===== src/design/ceeu_pkg.sv =====
package ceeu_pkg;

    // Operation selected by an input item.
    typedef enum logic [1:0] {
        FUNC_RAISE  = 2'd0,
        FUNC_IRQ    = 2'd1,
        FUNC_POLL   = 2'd2,
        FUNC_STATUS = 2'd3
    } t_func;

    // Exception kinds that need special handling.
    localparam logic [3:0] EXC_SYSCALL = 4'd10;
    localparam logic [3:0] EXC_FLOAT   = 4'd13;
    localparam logic [3:0] EXC_TICK    = 4'd14;
    localparam logic [3:0] EXC_EXT     = 4'd15;

    // Status register bit positions.
    localparam int SR_SM  = 0;
    localparam int SR_TEE = 1;
    localparam int SR_IEE = 2;
    localparam int SR_DME = 5;
    localparam int SR_IME = 6;
    localparam int SR_DSX = 13;
    localparam int SR_EPH = 14;
    localparam int SR_FO  = 15;

    localparam logic [15:0] STATUS_RESET = 16'h8001;
    localparam logic [31:0] VEC_HIGH     = 32'hf000_0000;

    // Configuration register indexes.
    localparam logic [0:0] REG_LINE_ENABLE = 1'b0;
    localparam logic [31:0] LINE_ENABLE_RESET = 32'd3;

    // Input item, fields as carried in the stream data.
    typedef struct packed {
        logic [15:0] status_value;
        logic        irq_level;
        logic [4:0]  irq_line;
        logic        in_delay;
        logic        in_jump;
        logic [31:0] jump_target;
        logic [31:0] prev_pc;
        logic [31:0] next_pc;
        logic [31:0] fault_addr;
        logic [3:0]  exc_type;
    } t_in_item;

    // Result item.
    typedef struct packed {
        logic        wake;
        logic [15:0] status_now;
        logic [15:0] saved_status;
        logic [31:0] saved_addr;
        logic [31:0] saved_pc;
        logic        redirect_now;
        logic [31:0] vector_pc;
        logic        taken;
    } t_out_item;

    // Handler offsets in vector table order.
    function automatic logic [31:0] vec_addr(input logic [3:0] kind);
        logic [31:0] v;
        unique case (kind)
            4'd0:    v = 32'h0000_0100;
            4'd1:    v = 32'h0000_0600;
            4'd2:    v = 32'h0000_0a00;
            4'd3:    v = 32'h0000_0400;
            4'd4:    v = 32'h0000_0200;
            4'd5:    v = 32'h0000_0600;
            4'd6:    v = 32'h0000_0900;
            4'd7:    v = 32'h0000_0300;
            4'd8:    v = 32'h0000_0200;
            4'd9:    v = 32'h0000_0700;
            4'd10:   v = 32'h0000_0c00;
            4'd11:   v = 32'h0000_0e00;
            4'd12:   v = 32'h0000_0b00;
            4'd13:   v = 32'h0000_0d00;
            4'd14:   v = 32'h0000_0500;
            default: v = 32'h0000_0800;
        endcase
        return v;
    endfunction

endpackage


===== src/design/cpu_exception_entry_unit.sv =====
// Exception entry unit: takes one item per clock cycle and returns one result
// per item through an input register followed by the result register; a
// stalled result holds the unit back only once both stages are full. The
// status register, saved PC, saved address, saved status and pending interrupt
// lines are updated when an item moves from the input register to the result
// register, so each result sees every earlier item.
// The interrupt mask is written through the APB port at address 0.
module cpu_exception_entry_unit
    import ceeu_pkg::*;
#(
    parameter int NUM_IRQ_LINES = 32
) (
    input  logic         i_clk,
    input  logic         i_rst_n,
    // Input stream.
    input  logic         i_s_tvalid,
    output logic         o_s_tready,
    // tdata from bit 0: exc_type[3:0], fault_addr[35:4], next_pc[67:36],
    // prev_pc[99:68], jump_target[131:100], in_jump[132], in_delay[133],
    // irq_line[138:134], irq_level[139], status_value[155:140], zero pad.
    input  logic [159:0] i_s_tdata,
    // tuser: func[1:0].
    input  logic [1:0]   i_s_tuser,
    // Result stream.
    output logic         o_m_tvalid,
    input  logic         i_m_tready,
    // tdata from bit 0: taken[0], vector_pc[32:1], redirect_now[33],
    // saved_pc[65:34], saved_addr[97:66], saved_status[113:98],
    // status_now[129:114], wake[130], zero pad.
    output logic [135:0] o_m_tdata,
    // Configuration port.
    input  logic         psel,
    input  logic         penable,
    input  logic         pwrite,
    input  logic [2:0]   paddr,
    input  logic [31:0]  pwdata,
    output logic [31:0]  prdata,
    output logic         pready
);

    localparam int IN_W = $bits(t_in_item);

    // Pipeline registers.
    logic                     r_in_vld;
    t_in_item                 r_in;
    t_func                    r_func;
    logic                     r_out_vld;
    t_out_item                r_out;

    // Architectural state.
    logic [31:0]              r_line_enable;
    logic [15:0]              r_status;
    logic [31:0]              r_exc_pc;
    logic [31:0]              r_exc_addr;
    logic [15:0]              r_exc_status;
    logic [NUM_IRQ_LINES-1:0] r_irq_pending;

    logic                     adv;
    logic                     move;

    // Next-state values.
    logic [15:0]              n_status;
    logic [31:0]              n_exc_pc;
    logic [31:0]              n_exc_addr;
    logic [15:0]              n_exc_status;
    logic [NUM_IRQ_LINES-1:0] n_irq_pending;
    t_out_item                n_out;

    // Datapath temporaries.
    logic [3:0]               kind;
    logic                     want;
    logic                     take;
    logic                     is_async;
    logic [31:0]              epc;
    logic [15:0]              entry_status;
    logic [31:0]              vec;
    logic [NUM_IRQ_LINES-1:0] line_bit;

    // Handshake: the result register frees when empty or taken.
    assign adv        = !r_out_vld || i_m_tready;
    assign move       = r_in_vld && adv;
    assign o_s_tready = !r_in_vld || adv;
    assign o_m_tvalid = r_out_vld;
    assign o_m_tdata  = {5'd0, r_out};

    // APB: always ready, one register.
    assign pready = 1'b1;
    assign prdata = (paddr[2] == REG_LINE_ENABLE) ? r_line_enable : 32'd0;

    // Exception entry and item decode.
    always_comb begin
        kind     = (r_func == FUNC_RAISE) ? r_in.exc_type : EXC_EXT;
        is_async = (kind == EXC_TICK) || (kind == EXC_EXT);
        want     = (r_func == FUNC_RAISE) ||
                   ((r_func == FUNC_POLL) &&
                    (|(r_irq_pending & r_line_enable[NUM_IRQ_LINES-1:0])));
        take     = want &&
                   !((kind == EXC_EXT) && !r_status[SR_IEE]) &&
                   !((kind == EXC_TICK) && !r_status[SR_TEE]);

        // Saved PC depends on the exception class and the jump position.
        if ((kind == EXC_SYSCALL) || (kind == EXC_FLOAT)) begin
            epc = r_in.in_jump ? r_in.jump_target : r_in.next_pc + 32'd4;
        end else if (is_async) begin
            epc = r_in.in_jump ? r_in.prev_pc : r_in.next_pc;
        end else begin
            epc = r_in.in_delay ? r_in.prev_pc : r_in.next_pc;
        end

        entry_status         = r_status;
        entry_status[SR_SM]  = 1'b1;
        entry_status[SR_DSX] = r_in.in_delay;
        entry_status[SR_IEE] = 1'b0;
        entry_status[SR_TEE] = 1'b0;
        entry_status[SR_IME] = 1'b0;
        entry_status[SR_DME] = 1'b0;

        vec = vec_addr(kind) | (r_status[SR_EPH] ? VEC_HIGH : 32'd0);

        // Lines at or above the line count fall off the truncation.
        line_bit = NUM_IRQ_LINES'(32'd1 << r_in.irq_line);

        n_status      = r_status;
        n_exc_pc      = r_exc_pc;
        n_exc_addr    = r_exc_addr;
        n_exc_status  = r_exc_status;
        n_irq_pending = r_irq_pending;

        if (take) begin
            n_exc_pc     = epc;
            n_exc_addr   = (r_func == FUNC_RAISE) ? r_in.fault_addr : 32'd0;
            n_exc_status = r_status;
            n_status     = entry_status;
        end

        if (r_func == FUNC_IRQ) begin
            if (r_in.irq_level) begin
                n_irq_pending = r_irq_pending | line_bit;
            end else begin
                n_irq_pending = r_irq_pending & ~line_bit;
            end
        end

        if (r_func == FUNC_STATUS) begin
            n_status         = r_in.status_value;
            n_status[SR_FO]  = 1'b1;
        end

        n_out.taken        = take;
        n_out.vector_pc    = take ? vec : 32'd0;
        n_out.redirect_now = take && is_async;
        n_out.saved_pc     = n_exc_pc;
        n_out.saved_addr   = n_exc_addr;
        n_out.saved_status = n_exc_status;
        n_out.status_now   = n_status;
        n_out.wake         = take;
    end

    // Control and state registers.
    always_ff @(posedge i_clk) begin
        if (!i_rst_n) begin
            r_in_vld      <= 1'b0;
            r_out_vld     <= 1'b0;
            r_line_enable <= LINE_ENABLE_RESET;
            r_status      <= STATUS_RESET;
            r_exc_pc      <= 32'd0;
            r_exc_addr    <= 32'd0;
            r_exc_status  <= 16'd0;
            r_irq_pending <= '0;
        end else begin
            if (o_s_tready) begin
                r_in_vld <= i_s_tvalid;
            end
            if (adv) begin
                r_out_vld <= r_in_vld;
            end
            if (move) begin
                r_status      <= n_status;
                r_exc_pc      <= n_exc_pc;
                r_exc_addr    <= n_exc_addr;
                r_exc_status  <= n_exc_status;
                r_irq_pending <= n_irq_pending;
            end
            if (psel && penable && pwrite && pready &&
                (paddr[2] == REG_LINE_ENABLE)) begin
                r_line_enable <= pwdata;
            end
        end
    end

    // Payload registers.
    always_ff @(posedge i_clk) begin
        if (o_s_tready && i_s_tvalid) begin
            r_in   <= t_in_item'(i_s_tdata[IN_W-1:0]);
            r_func <= t_func'(i_s_tuser);
        end
        if (move) begin
            r_out <= n_out;
        end
    end

endmodule

===== config.mk =====
export PLATFORM = sky130hd
export DESIGN_NAME = cpu_exception_entry_unit
export DESIGN_NICKNAME = d
export VERILOG_FILES = /design/src/design/ceeu_pkg.sv /design/src/design/cpu_exception_entry_unit.sv
export SDC_FILE = /design/constraint.sdc
export NUM_CORES = 1
export LEC_CHECK = 0
export ABC_AREA = 1
export BUFFER_PORTS_ARGS = -buffer_cell sky130_fd_sc_hd__buf_4
export CORE_MARGIN = 2
export CORE_UTILIZATION = 50
export CTS_BUF_LIST = sky130_fd_sc_hd__clkbuf_16
export CTS_CLUSTER_SIZE = 12
export DETAILED_ROUTE_END_ITERATION = 8
export PLACE_DENSITY = 0.78
export RECOVER_POWER = 25
export SLEW_MARGIN = 30
export SYNTH_ARGS = -nofsm -noshare
export SYNTH_HDL_FRONTEND = slang
export SYNTH_SLANG_ARGS = --single-unit
export TNS_END_PERCENT = 20

===== constraint.sdc =====
create_clock -name i_clk -period 4.4 [get_ports i_clk]
set_input_delay 0.44 -clock i_clk [delete_from_list [all_inputs] [get_ports i_clk]]
set_output_delay 0.44 -clock i_clk [all_outputs]
set_load 0.02 [all_outputs]

=== Yosys cells after proc, flatten, opt, wreduce, memory -nomap -nowiden ===
Memories as Yosys holds them, arrays and structs flattened.
Index checks and enable logic that the tools add are counted.

* Bits in registers: 449
* Memories kept: 1
* RAM bits: 0
* Output and inout bits: 171
* Bits in read-only memories: 64
* Latch bits: 0
* Bits of input ports: 204

* Add/sub/neg operators: 1
* Multiply operators: 0
* Bitwise operators: 6
* Order comparisons: 0
* Div/mod/pow operators: 0
* Reductions and logical operators: 25
* Eq/ne operators: 7
* Shifts and indexed selects: 1
* Muxes and demuxes: 15

{| class="wikitable"
|+ Memories
! memory !! words !! width !! rd ports !! clocked after memory_dff !! write ports !! RTL line !! RTL
|-
| (no name shown) || 16 || 4 || 1 || 0 || 0 || ceeu_pkg.sv:63 || <nowiki>unique case (kind)</nowiki>
|}

{| class="wikitable"
|+ Operator list
! kind !! number
|-
| $mux 32 || 11
|-
| $and 32x32->32 || 2
|-
| $or 32x32->32 || 2
|-
| $add 32x3->32 const B || 1
|-
| $mux 16 || 2
|-
| $not 32->32 || 1
|-
| $reduce_or 32->1 || 1
|-
| $shl 1x5->32 const A || 1
|-
| $eq 4x4->1 const B || 4
|-
| $mux 14 || 1
|-
| $logic_and 1x1->1 || 11
|-
| $logic_not 1->1 || 6
|-
| $logic_or 1x1->1 || 5
|-
| $eq 2x2->1 const B || 2
|-
| $mux 4 || 1
|-
| $eq 2x1->1 const B || 1
|-
| $logic_not 2->1 || 1
|-
| $reduce_and 2->1 || 1
|-
| $not 1->1 || 1
|}

=== Longest topological paths before layout ===
* Word-level depth: 9
* Mapped depth: 16
* Depth with buffers taken out: 15

=== Worst setup path before layout ===
OpenSTA, ideal clock, no wires.

* Kind: input to register
* Start: input port i_m_tready
* End: register r_out (netlist bit o_m_tdata[0]), enable pin
* Arrival time: 4.050 ns
* Path buffers: 2
* Cell stages on the path: 6
* Setup slack: -0.157 ns
* Data required time: 3.893 ns
* Library setup time: 0.507 ns
* Path through: inv_1 nand2_1 nand2_1 inv_2 clkbuf_1 buf_1

* Word-level cells in the longest chain between the ends: 2

{| class="wikitable"
|+ RTL lines
! item !! RTL line !! RTL
|-
| start: declaration || cpu_exception_entry_unit.sv:26 || <nowiki>input logic i_m_tready,</nowiki>
|-
| $logic_or 1x1->1 || cpu_exception_entry_unit.sv:80 || <nowiki>assign adv = !r_out_vld || i_m_tready;</nowiki>
|-
| $logic_and 1x1->1 || cpu_exception_entry_unit.sv:81 || <nowiki>assign move = r_in_vld && adv;</nowiki>
|-
| named net move || cpu_exception_entry_unit.sv:59 || <nowiki>logic move;</nowiki>
|-
| end signal: assignment || cpu_exception_entry_unit.sv:198 || <nowiki>r_out <= n_out;</nowiki>
|-
| end: declaration || cpu_exception_entry_unit.sv:48 || <nowiki>t_out_item r_out;</nowiki>
|}

The timed path passes the listed nets, and every way through them passes these cells.
A chain may end at the register's enable or synchronous reset.

=== Final worst setup path ===
* Start: register r_func[1]
* End: register r_out (netlist bit o_m_tdata[63]), data pin

* Word-level cells in the longest chain between the ends: 8

{| class="wikitable"
|+ RTL lines
! item !! RTL line !! RTL
|-
| start: declaration || cpu_exception_entry_unit.sv:46 || <nowiki>t_func r_func;</nowiki>
|-
| start signal: assignment || cpu_exception_entry_unit.sv:195 || <nowiki>r_func <= t_func'(i_s_tuser);</nowiki>
|-
| $logic_not 2->1 || cpu_exception_entry_unit.sv:92, cpu_exception_entry_unit.sv:94 ||
|-
| $mux 4 || cpu_exception_entry_unit.sv:92 || <nowiki>kind = (r_func == FUNC_RAISE) ? r_in.exc_type : EXC_EXT;</nowiki>
|-
| $eq 4x4->1 || cpu_exception_entry_unit.sv:93, cpu_exception_entry_unit.sv:98 ||
|-
| $logic_and 1x1->1 || cpu_exception_entry_unit.sv:98 || <nowiki>!((kind == EXC_EXT) && !r_status[SR_IEE]) &&</nowiki>
|-
| $logic_not 1->1 || cpu_exception_entry_unit.sv:98 ||
|-
| $logic_and 1x1->1 || cpu_exception_entry_unit.sv:97 || <nowiki>take = want &&</nowiki>
|-
| $logic_and 1x1->1 || cpu_exception_entry_unit.sv:98 ||
|-
| $mux 32 (*) || cpu_exception_entry_unit.sv:129 || <nowiki>if (take) begin</nowiki>
|-
| named net n_exc_pc[29] || cpu_exception_entry_unit.sv:63 || <nowiki>logic [31:0] n_exc_pc;</nowiki>
|}

Mark *: on every way through the listed nets, which the timed path passes. The rest lies on a longest branch.

==> metrics.log <==
INFO  metric worst_slew_pin_slew = about 1.4 ns
INFO  metric post_route_cells_drive_above_1_share = around 15%
INFO  metric setup_repair_after_global_routing_missed_its_margin = false
INFO  metric hold_violations = 0
INFO  metric final-setup-viol-count = 0
INFO  metric worstHoldPathCells = 1
INFO  metric totalWireLength = roughly 49,000 um
INFO  metric drt-vias-per-instance = 5.353
INFO  metric grt_remaining_overflow = 0
INFO  metric layout_worst_path_cycle_share = about 76%
INFO  metric final_design_area_no_fill = roughly 22,000 sq um
INFO  metric grt_pass1_vias = between 10,000 and 15,000
INFO  metric worstRegToRegCells = 11
INFO  metric syn_to_final_growth = 20.60%
INFO  metric clock_tree_buffer_depth = 3
INFO  metric cts.sink_count = 422
INFO  metric finClkSkew = between 0.015 and 0.02 ns
INFO  metric worst_ep_required_time = about 4.7 ns
INFO  metric dr.first_iter.drc_count = between 1,000 and 1,500
INFO  metric die_w = just under 200 um
INFO  metric grt_first_pass_wirelength = 76,350 um
INFO  metric first_pass_iters = 5
INFO  metric synth.cell_area = around 19,000 sq um
INFO  metric drv_slew = 0
INFO  metric pin_count_of_the_biggest_net_entering_global_routing = roughly 140
INFO  metric synth-warning-count = 0
INFO  metric crit_path_start = r_func[1]
INFO  metric detail_route.wl_per_cell = 16.79 um
INFO  metric endpoint_kind = flip-flop
INFO  metric cts-buffers-inserted = 46
INFO  metric synth.ff_latch_count = ~420
INFO  metric postSynthAreaPerCell = 8.696 sq um
INFO  metric finalNetCount = approximately 2,600
INFO  metric cts_post_setup_buffers_inserted = 0
INFO  metric max_clk_rate = 0.2973 GHz
INFO  metric gp_congestion = 0.8821
INFO  metric synthDistinctLibCells = 34
INFO  metric yosysSeqAreaShare = between 50% and 60%
INFO  metric placedInstanceArea = about 21,000 sq um
INFO  metric powerDensity = between 400 and 500 nW/um^2
INFO  metric cts_tree = done
INFO  metric die-height = between 150 and 200 um
INFO  metric starting_density = about half
INFO  metric hpwlAfterDp = 33,380 um
INFO  metric critical_path_fanout_max = just under 70
INFO  metric numPortBuffers = around 340
INFO  metric cts_repair_resize_count = 0
INFO  metric rows = 70
INFO  metric root_buffer = clkbuf_16
INFO  metric totalNegativeSetupSlack = 0 ns
INFO  metric grt_antenna_before_repair = 1
INFO  metric relSlewSlack = 5.900%
INFO  metric worst_hold_path_type = in -> reg
INFO  metric remaining_drc_errors = 0
INFO  metric p_leak = a little under 10 nW
INFO  metric routed_via_count = about 16,000
INFO  metric run_status = finished, final reports clean
INFO  metric num_io_pins = 375
INFO  metric groute.usage.overall = between 20% and 30%
INFO  metric cts_hold_repair.buffers = 0
INFO  metric timing.rr.start = r_func[1]
INFO  metric core_area = between 30,000 and 40,000 sq um
INFO  metric cp.arrival = between 3 and 4 ns
INFO  metric dieArea = approximately 39,000 sq um
INFO  metric drt.antenna.violating_nets = 0
INFO  metric post_synth_inst_count = about 2,100
INFO  metric finalCriticalPeriod = 3.364 ns
INFO  metric worstHoldStart = i_s_tdata[85]
INFO  metric h-tree-depth = 2
INFO  metric setup.worst_path.class = reg -> reg
INFO  metric worstSkewPairLatency = between 0.5 and 0.6 ns
INFO  metric clkTransAtPathRegs = around 0.06 ns
INFO  metric startpoint_type = flip-flop
INFO  metric cap_violations = 0
INFO  metric worst_ir_drop_vdd = ~0.00030 V
-- path summary, 6_finish.rpt --
kind              endpoint  slack (ns)
max          o_m_tdata[63]        1.04
min               r_in[85]        0.05
max reg2reg  o_m_tdata[63]        1.04
min reg2reg      flip-flop        0.47
-- sequential cells by signal, indices dropped and copies added (netlist names), named ones only --
name / count
r_in: 154
o_m_tdata: 103
r_exc_addr: 32
r_exc_pc: 32
r_line_enable: 32
r_exc_status: 16
r_status: 16
r_func: 2
entry_status: 1
o_m_tvalid: 1
r_in_vld: 1
-- Yosys cell counts --
| cell type | number | area [sq um] |
|---|---|---|
| buf_4 | 37 | 277.8 |
| nand2_1 | 472 | 1772 |
| inv_1 | 212 | 795.8 |
| o21ai_0 | 161 | 805.8 |
| inv_2 | 7 | 26.28 |
| o31ai_1 | 1 | 7.510 |
| nor2_1 | 284 | 1066 |
| xnor2_1 | 1 | 8.760 |
| nand2_2 | 1 | 6.260 |
| o211ai_1 | 30 | 225.2 |
| edfxtp_1 | 260 | 7807 |
| a211oi_1 | 1 | 7.510 |
| mux2i_1 | 2 | 20.02 |
| o221ai_1 | 1 | 8.760 |
| and3_1 | 1 | 6.260 |
| clkbuf_1 | 79 | 296.5 |
| clkinv_1 | 1 | 3.750 |
| nor4_1 | 2 | 12.51 |
| a21boi_0 | 1 | 7.510 |
| a31oi_1 | 3 | 18.77 |
| buf_2 | 24 | 120.1 |
| nor2_4 | 1 | 11.26 |
| nand3_1 | 177 | 885.9 |
| nor3_1 | 36 | 180.2 |
| o21ai_2 | 2 | 17.52 |
| o21ai_1 | 19 | 95.09 |
| dfxtp_1 | 162 | 3243 |
| conb_1 | 2 | 7.510 |
| buf_1 | 7 | 26.28 |
| and2_1 | 1 | 6.260 |
| nand4_1 | 20 | 125.1 |
| a21oi_1 | 126 | 630.6 |
| nand3_2 | 1 | 10.01 |
| ha_1 | 7 | 87.58 |
-- where the power goes --
part / total [mW] / switching [mW] / internal (mW) / leakage (nW)
Clock: 3.52 / 1.55 / 1.96 / 0.744
Combinational: 1.02 / 0.671 / 0.351 / 5.28
Sequential: 4.56 / 0.110 / 4.45 / 3.84
-- cell type report --
cell class | instances | area [sq um]
sequential | 422 | 11050
antenna | 2 | 5.005
clock buffer | 46 | 1151
tap | 468 | 585.6
inverter | 220 | 843.3
fill | 3060 | 14150
timing repair buffer | 355 | 2464
clock inverter | 39 | 219.0
multi-input combinational | 1381 | 6145
-- critical path, cell delays in order, from the launching register on --
cell      delay, ns
edfxtp_1       0.50
nor2_4         0.15
inv_1          0.06
nor2_1         0.37
ha_1           0.31
nand3_1        0.16
nand3_4        0.12
buf_4          0.56
buf_4          0.59
nand2_1        0.10
nand2_1        0.11
inv_1          0.04
-- through the flow --
step | util, % | hold slack [ns] | std cells | setup WS [ns] | total power, mW
6_report | 61.36 | 0.05098 | 2933 | 1.036 | 9.095
3_5_place_dp | 58.16 | 0.4679 | 2845 | 1.004 | 5.678
2_1_floorplan | - | 0.4251 | 2170 | 0.04152 | 5.277
3_3_place_gp | 58.16 | 0.4374 | 2845 | 1.110 | 5.638
5_1_grt | 61.35 | 0.03041 | 2932 | 0.6152 | 9.442
4_1_cts | 61.90 | 0.004835 | 2930 | 1.000 | 9.175
-- routing by layer --
metal	routed length, um	vias to the layer above	part of all wire (%)	GRT usage [%]
met3	3396	112	6.9	4.268
met5	0	-	0	0
met4	1728	0	3.5	9.607
li1	-	7609	-	-
met2	24040	638	49	42.80
met1	20090	7341	41	31.78
-- cells by family (layout without fill, tap and decap cells) --
family                   after synthesis  in the layout  synth area share, %
AO/OA/AOI/OAI                        345            345                9.794
XOR/XNOR                               1              1              0.04703
adder cells (fa/ha/maj)                7              7               0.4702
buffers and inverters                367            660                8.303
flip-flops                           422            422                59.33
multiplexers                           2              2               0.1075
other                                  2             32              0.04032
AND/OR/NAND/NOR                      996            996                21.91
-- layout by cell type, fill, tap and decap left out, drive strengths merged, types with 20 or more instances in the layout --
| master | instances |
|---|---|
| o21ai | 182 |
| nand4 | 20 |
| nor3 | 36 |
| nor2 | 285 |
| conb | 30 |
| clkbuf | 238 |
| buf | 163 |
| o211ai | 30 |
| inv | 240 |
| dfxtp | 162 |
| nand3 | 178 |
| a21oi | 126 |
| nand2 | 473 |
| edfxtp | 260 |
(Power assumes the default switching activity.)
